[src/rtl/core/b64enc_pkg.sv]
package b64enc_pkg;

  // Group queue geometry.
  localparam int unsigned GQ_DEPTH = 2;
  localparam int unsigned GQ_AW    = (GQ_DEPTH > 1) ? $clog2(GQ_DEPTH) : 1;

  // Padding character.
  localparam logic [7:0] PAD_CHAR = 8'h3D;

  // Data characters carried by a group.
  localparam logic [2:0] NDATA_ONE_BYTE   = 3'd2;
  localparam logic [2:0] NDATA_TWO_BYTES  = 3'd3;
  localparam logic [2:0] NDATA_FULL_GROUP = 3'd4;

  // Byte-collection phases of the front end.
  typedef enum logic [1:0] {
    PH_EMPTY = 2'd0,
    PH_ONE   = 2'd1,
    PH_TWO   = 2'd2
  } phase_e;

  typedef struct packed {
    logic [7:0] data_byte;
    logic       end_of_message;
  } in_item_t;

  typedef struct packed {
    logic [7:0] out_char;
    logic       last_char;
  } out_item_t;

  // One group of three bytes, ready for character generation.
  typedef struct packed {
    logic [23:0] bits;
    logic [2:0]  n_data;
    logic        final_grp;
  } group_t;

  // Maps a six-bit value onto the standard alphabet.
  function automatic logic [7:0] sextet_to_char(input logic [5:0] v);
    logic [7:0] v8;
    logic [7:0] ch;
    v8 = {2'b00, v};
    if (v8 < 8'd26) begin
      ch = v8 + 8'd65;
    end else if (v8 < 8'd52) begin
      ch = v8 + 8'd71;
    end else if (v8 < 8'd62) begin
      ch = v8 - 8'd4;
    end else if (v8 == 8'd62) begin
      ch = 8'h2B;
    end else begin
      ch = 8'h2F;
    end
    return ch;
  endfunction

endpackage

[src/rtl/core/base64_stream_encoder_top.sv]
// Streaming base64 encoder. One raw byte is taken per transfer and can be
// taken every cycle while the group queue is not full; a third byte, or a
// byte flagged as the end of the message, closes a group that enters a
// two-group queue. The back end sends the four characters of each group,
// one per cycle unless the output is stalled, through a registered
// output, padding short final groups with '=' and flagging the final
// character. Sustained throughput is set by the one-character output
// register, which sends four characters for every three input bytes.
module base64_stream_encoder_top (
  input  logic                  clk_i,
  input  logic                  rst_ni,
  input  logic                  push,
  output logic                  full,
  input  b64enc_pkg::in_item_t  in_i,
  output logic                  empty,
  input  logic                  pop,
  output b64enc_pkg::out_item_t out_o
);
  import b64enc_pkg::*;

  group_t f_grp, q_grp;
  logic   f_push, q_full, q_valid, q_pop;

  b64enc_front u_front (
    .clk_i      (clk_i),
    .rst_ni     (rst_ni),
    .push       (push),
    .full       (full),
    .in_i       (in_i),
    .grp_push_o (f_push),
    .grp_o      (f_grp),
    .grp_full_i (q_full)
  );

  b64enc_gqueue u_gqueue (
    .clk_i   (clk_i),
    .rst_ni  (rst_ni),
    .push_i  (f_push),
    .data_i  (f_grp),
    .full_o  (q_full),
    .pop_i   (q_pop),
    .valid_o (q_valid),
    .data_o  (q_grp)
  );

  b64enc_back u_back (
    .clk_i       (clk_i),
    .rst_ni      (rst_ni),
    .grp_valid_i (q_valid),
    .grp_i       (q_grp),
    .grp_pop_o   (q_pop),
    .empty       (empty),
    .pop         (pop),
    .out_o       (out_o)
  );

endmodule

[src/rtl/core/b64enc_front.sv]
module b64enc_front (
  input  logic                clk_i,
  input  logic                rst_ni,
  input  logic                push,
  output logic                full,
  input  b64enc_pkg::in_item_t in_i,
  output logic                grp_push_o,
  output b64enc_pkg::group_t  grp_o,
  input  logic                grp_full_i
);
  import b64enc_pkg::*;

  phase_e     phase_q, phase_d;
  logic [7:0] b0_q, b0_d;
  logic [7:0] b1_q, b1_d;
  logic       acc;

  assign full = grp_full_i;
  assign acc  = push & ~grp_full_i;

  // Collect bytes and close a group on its third byte or on the final byte.
  always_comb begin
    phase_d    = phase_q;
    b0_d       = b0_q;
    b1_d       = b1_q;
    grp_push_o = 1'b0;
    grp_o      = '{bits: {b0_q, b1_q, in_i.data_byte}, n_data: NDATA_FULL_GROUP,
                   final_grp: in_i.end_of_message};
    case (phase_q)
      PH_ONE: begin
        if (in_i.end_of_message) begin
          grp_o.bits   = {b0_q, in_i.data_byte, 8'h00};
          grp_o.n_data = NDATA_TWO_BYTES;
          grp_push_o   = acc;
          if (acc) phase_d = PH_EMPTY;
        end else if (acc) begin
          b1_d    = in_i.data_byte;
          phase_d = PH_TWO;
        end
      end
      PH_TWO: begin
        grp_push_o = acc;
        if (acc) phase_d = PH_EMPTY;
      end
      default: begin
        if (in_i.end_of_message) begin
          grp_o.bits   = {in_i.data_byte, 16'h0000};
          grp_o.n_data = NDATA_ONE_BYTE;
          grp_push_o   = acc;
          if (acc) phase_d = PH_EMPTY;
        end else if (acc) begin
          b0_d    = in_i.data_byte;
          phase_d = PH_ONE;
        end
      end
    endcase
  end

  // Phase register.
  always_ff @(posedge clk_i or negedge rst_ni) begin
    if (!rst_ni) begin
      phase_q <= PH_EMPTY;
    end else begin
      phase_q <= phase_d;
    end
  end

  // Held bytes need no reset.
  always_ff @(posedge clk_i) begin
    b0_q <= b0_d;
    b1_q <= b1_d;
  end

endmodule

[src/rtl/core/b64enc_gqueue.sv]
module b64enc_gqueue (
  input  logic               clk_i,
  input  logic               rst_ni,
  input  logic               push_i,
  input  b64enc_pkg::group_t data_i,
  output logic               full_o,
  input  logic               pop_i,
  output logic               valid_o,
  output b64enc_pkg::group_t data_o
);
  import b64enc_pkg::*;

  group_t             mem_q [GQ_DEPTH];
  logic [GQ_AW-1:0]   wr_q, rd_q;
  logic [GQ_AW:0]     cnt_q;
  logic               do_push, do_pop;

  assign full_o  = (cnt_q == (GQ_AW+1)'(GQ_DEPTH));
  assign valid_o = (cnt_q != '0);
  assign data_o  = mem_q[rd_q];
  assign do_push = push_i & ~full_o;
  assign do_pop  = pop_i & valid_o;

  // Storage.
  always_ff @(posedge clk_i) begin
    if (do_push) mem_q[wr_q] <= data_i;
  end

  // Pointers and fill count.
  always_ff @(posedge clk_i or negedge rst_ni) begin
    if (!rst_ni) begin
      wr_q  <= '0;
      rd_q  <= '0;
      cnt_q <= '0;
    end else begin
      if (do_push) begin
        wr_q <= (wr_q == GQ_AW'(GQ_DEPTH - 1)) ? '0 : wr_q + 1'b1;
      end
      if (do_pop) begin
        rd_q <= (rd_q == GQ_AW'(GQ_DEPTH - 1)) ? '0 : rd_q + 1'b1;
      end
      if (do_push && !do_pop) begin
        cnt_q <= cnt_q + 1'b1;
      end else if (do_pop && !do_push) begin
        cnt_q <= cnt_q - 1'b1;
      end
    end
  end

endmodule

[src/rtl/core/b64enc_back.sv]
module b64enc_back (
  input  logic                 clk_i,
  input  logic                 rst_ni,
  input  logic                 grp_valid_i,
  input  b64enc_pkg::group_t   grp_i,
  output logic                 grp_pop_o,
  output logic                 empty,
  input  logic                 pop,
  output b64enc_pkg::out_item_t out_o
);
  import b64enc_pkg::*;

  group_t     cur_q;
  logic       busy_q;
  logic [1:0] idx_q;
  logic       oval_q;
  out_item_t  out_q;
  logic       adv, done;
  logic [5:0] sextet;
  out_item_t  nxt;

  assign empty     = ~oval_q;
  assign out_o     = out_q;
  assign adv       = busy_q & (~oval_q | pop);
  assign done      = adv & (idx_q == 2'd3);
  assign grp_pop_o = grp_valid_i & (~busy_q | done);

  // Character for the current position of the group.
  always_comb begin
    case (idx_q)
      2'd0:    sextet = cur_q.bits[23:18];
      2'd1:    sextet = cur_q.bits[17:12];
      2'd2:    sextet = cur_q.bits[11:6];
      default: sextet = cur_q.bits[5:0];
    endcase
    nxt.out_char  = ({1'b0, idx_q} < cur_q.n_data) ? sextet_to_char(sextet) : PAD_CHAR;
    nxt.last_char = (idx_q == 2'd3) & cur_q.final_grp;
  end

  // Sequencer control and output valid.
  always_ff @(posedge clk_i or negedge rst_ni) begin
    if (!rst_ni) begin
      busy_q <= 1'b0;
      idx_q  <= 2'd0;
      oval_q <= 1'b0;
    end else begin
      if (adv) begin
        idx_q <= idx_q + 2'd1;
      end
      if (grp_pop_o) begin
        busy_q <= 1'b1;
      end else if (done) begin
        busy_q <= 1'b0;
      end
      if (adv) begin
        oval_q <= 1'b1;
      end else if (pop) begin
        oval_q <= 1'b0;
      end
    end
  end

  // Payload registers.
  always_ff @(posedge clk_i) begin
    if (grp_pop_o) cur_q <= grp_i;
    if (adv) out_q <= nxt;
  end

endmodule

[config.mk]
export PLATFORM = sky130hd
export DESIGN_NAME = base64_stream_encoder_top
export DESIGN_NICKNAME = d
export VERILOG_FILES = /design/src/rtl/core/b64enc_pkg.sv /design/src/rtl/core/base64_stream_encoder_top.sv /design/src/rtl/core/b64enc_front.sv /design/src/rtl/core/b64enc_gqueue.sv /design/src/rtl/core/b64enc_back.sv
export SDC_FILE = /design/constraint.sdc
export NUM_CORES = 1
export LEC_CHECK = 0
export ABC_AREA = 1
export BUFFER_PORTS_ARGS = -buffer_cell sky130_fd_sc_hd__buf_2
export CAP_MARGIN = 20
export CORE_MARGIN = 1
export CORE_UTILIZATION = 50
export CTS_CLUSTER_SIZE = 24
export DETAILED_ROUTE_END_ITERATION = 8
export HOLD_SLACK_MARGIN = 0.12
export PLACE_DENSITY = 0.68
export SYNTH_ARGS = -nofsm -noshare
export SYNTH_HDL_FRONTEND = slang
export SYNTH_HIERARCHICAL = 1
export SYNTH_SLANG_ARGS = --single-unit
[constraint.sdc]
create_clock -name clk_i -period 3.6 [get_ports clk_i]
set_input_delay 0.36 -clock clk_i [delete_from_list [all_inputs] [get_ports clk_i]]
set_output_delay 0.36 -clock clk_i [all_outputs]
set_load 0.02 [all_outputs]
==> flow_summary_export.csv <==
group,metric,value,unit
timing,drv_slew,0,
global_route,grt_max_degree,31,
timing,tns,0,ns
timing,finalWorstSetupSlack,1.45,ns
synth,yosys.area.top_type,"edfxtp_1",
clocking,clockRootBuffer,"clkbuf_8",
clocking,clock-sinks,119,
clocking,numCtsBuffers,17,
worst_hold_path,hp-class,"in -> reg",
layout,fin_area,6360,um2
clocking,cts_tree,"built",
layout,multi_input_area,1660,um2
power,p_switching,0.00204,W
layout,nets,590,
timing,skew,0.00939,ns
floorplan,die_x,106,um
timing,worst_slew_margin_rel,58.5,%
floorplan,die_area,11300,um2
floorplan,core_area,10400,um2
clocking,htree_levels,4,
clocking,clk-insertion-delay-late,0.49,ns
critical_path,crit_slowest_cell,"ha_1",
global_route,grt_pass1_vias,3367,
layout,seqCellArea,3520,um2
critical_path,crit_type,"reg -> reg",
synth,synth_top_area_share,60.2,%
power,clkPwrFrac,29.3,%
place,dp_hpwl,6360,um
drt,wl_met1,4370,um
synth,synth.area.mux_share,0,%
timing,final.period_utilization,59.8,%
critical_path,arrival,2.28,ns
drt,avgRoutedWirePerCell,13.4,um
power,swShare,35.1,%
place,gp_congestion,0.869,
timing,rsz0062_at_grt,"no",
floorplan,rows,37,
global_route,grt_pass1_wl,15900,um
timing,fmax,464,MHz
synth,synth_top_family_by_area,"simple AND/OR/NAND/NOR gates",
clocking,cts_resized,0,
synth,ys_seq_area_share,64.8,%
synth,yosys.area_share.simple,20.4,%
layout,n_fill_cell,862,
synth,synth.distinct_cells,34,
layout,drive_gt1_share,14.3,%
drt,wl_met2,4720,um
critical_path,cp_top_family,"adder cells",
global_route,grt_antenna_before_repair,0,
critical_path,setup.worst_path.start_class,"flop",
clocking,clockBufferDepth,2,
power,power_frac_comb,35.0,%
floorplan,die_y,106,um
drt,ant_nets,0,
place,portBuffers,23,
power,irDropWorstVdd,0.000474,V
critical_path,worstPathCellList,"inv_1 -> ha_1 -> nand2_1 -> nor2_1",
global_route,grt_overflow,0,
power,pwr-share-seq,35.7,%
clocking,clkTransAtPathRegs,0.05,ns
critical_path,worst-endpoint-required,3.72,ns
global_route,track_usage,18.4,%
timing,worst_pin_slew,0.620,ns
timing,report.final.hold_viol_count,0,
power,p_total,0.00582,W
drt,vias,3601,
place,place_ws,1.41,ns
synth,yosys.area_share.xor_xnor,0.322,%
drt,wl_met3,415,um
timing,period_needed,2.15,ns
synth,syn_area,5440,um2
floorplan,io_pins,24,
synth,syn_inst,525,
drt,wl,9570,um
power,power.density,915,nW/um2
floorplan,start_util,52.2,%
place,place_area,5650,um2
synth,yosys_register_bits,119,
clocking,post_cts_buffers,0,
status,status,"completed",
synth,yosys.area_share.adder,2.53,%
synth,synthTopCellsByArea,"edfxtp_1 60%, nand2_1 14%, dfrtp_1 4.6%, a21oi_1 2.9%, inv_1 2.6%",
synth,synth_nets,549,
timing,setup_viol,0,
drt,viasPerCell,5.04,
drt,maxUsedRoutingLayer,"met4",
synth,synth_compound_area_share,7.04,%
critical_path,path_buf_inv,1,
critical_path,end_kind,"flop",
synth,ys_warn_count,6,
layout,synthToLayoutAreaGrowth,16.9,%
drt,drc,0,
layout,n_antenna_cell,0,
run,maxCapViolations,0,
synth,avgSynthCellArea,10.4,um2
critical_path,crit_path_max_fanout,22,
critical_path,max_stage_delay,0.69,ns
drt,drt_pre_antenna_iters,8,
drt,dr.first_iter.drc_count,244,
power,internal_power,0.00377,W
power,p_leak,2.71,nW
routing by layer:
| metal | GRT usage [%] | vias up |
|---|---|---|
| li1 | - | 1827 |
| met2 | 30.3 | 101 |
| met1 | 23.8 | 1671 |
| met5 | 0 | - |
| met3 | 3.74 | 2 |
| met4 | 7.44 | 0 |
per-stage QoR:
stage               hold slack, ns  utilization (%)  instances
floorplan                   0.0644                -        525
global placement             0.246             54.2        673
detailed placement           0.248             54.2        673
finish                       0.259             61.0        715
CTS                          0.226             61.0        715
global route                 0.261             61.0        715
worst register-to-register path: stages (launching register included):
cell and delay (ns):
dfrtp_1 0.39, inv_1 0.06, ha_1 0.69, nand2_1 0.15, nor2_1 0.51
flip-flops by register name (all words and copies together), names as in the netlist:
name / flops
u_gqueue/cnt_q: 2
u_gqueue/wr_q: 1
u_gqueue/rd_q: 1
u_back/busy_q: 1
u_back/cur_q: 28
u_gqueue/mem_q: 56
u_front/phase_q: 2
u_front/b1_q: 8
u_back/out_o: 9
u_back/oval_q: 1
u_back/idx_q: 2
u_front/b0_q: 8
power by group through the flow:
stage	clock network, W	logic, W	registers, W
finish	0.00170	0.00204	0.00208
floorplan	0	0.00154	0.00215
global route	0.00179	0.00230	0.00210
global placement	0	0.00195	0.00210
detailed placement	0	0.00201	0.00210
CTS	0.00173	0.00203	0.00208
cells by family after synthesis:
group / count (synthesis)
DFF: 119
other: 1
xor gates and xnor gates: 2
AOI/OAI and AO/OA: 63
buffers and inverters: 56
and+or+nand+nor: 273
adders and majority gates: 11
cells in the final DEF, fill, tap and decap left out, drive strengths merged:
cell,netlist,routed
nand3,16,16
o21a,1,1
nand3b,1,1
o21bai,4,4
xnor2,1,1
clkbuf,0,22
nor2,32,32
dlygate4sd3,0,10
conb,1,1
ha,11,11
nand4,3,3
edfxtp,109,109
nor3,2,2
or2,6,6
o21ai,24,24
dfrtp,10,10
nand2,213,213
clkinv,0,5
clkinvlp,0,1
inv,41,41
xor2,1,1
a21oi,33,33
buf,15,27
o211ai,1,1
bufinv,0,4
synthesized netlist by cell type (all sizes together):
cell and instances:
o21ai 24, buf 15, nor2 32, nand4 3, nand3 16, o21a 1
nor3 2, a21oi 33, nand3b 1, ha 11, conb 1, xnor2 1
o211ai 1, xor2 1, edfxtp 109, nand2 213, inv 41, o21bai 4
or2 6, dfrtp 10
path summary, 6_finish.rpt:
kind	startpoint	to	slack, ns	cells after the start
worst min register to register	u_gqueue/cnt_q[1]	u_gqueue/cnt_q[1]	0.47	2
worst max register to register	u_front/phase_q[0]	u_front/b0_q[1]	1.45	4
worst min-delay path	push	u_front/phase_q[1]	0.26	6
max in group asynchronous	rst_ni	u_back/idx_q[1]	3.13	2
worst max-delay path	u_front/phase_q[0]	u_front/b0_q[1]	1.45	4
min in group asynchronous	rst_ni	u_front/phase_q[1]	0.27	2
repair_timing:
| item | in CTS | in global routing |
|---|---|---|
| hold endpoints to repair | 27 | 0 |
| endpoints found under the setup margin | 0 | 0 |
| hold buffers | 10 | 0 |
cell type report:
type | count | share of cell area [%]
Tap cell | 136 | 2.68
Timing Repair Buffer | 37 | 3.86
Clock buffer | 22 | 7.13
Inverter | 41 | 2.42
Multi-Input combinational cell | 350 | 26.1
Sequential cell | 119 | 55.4
Clock inverter | 10 | 2.40
No activity file was read; power rests on OpenSTA's default activity.
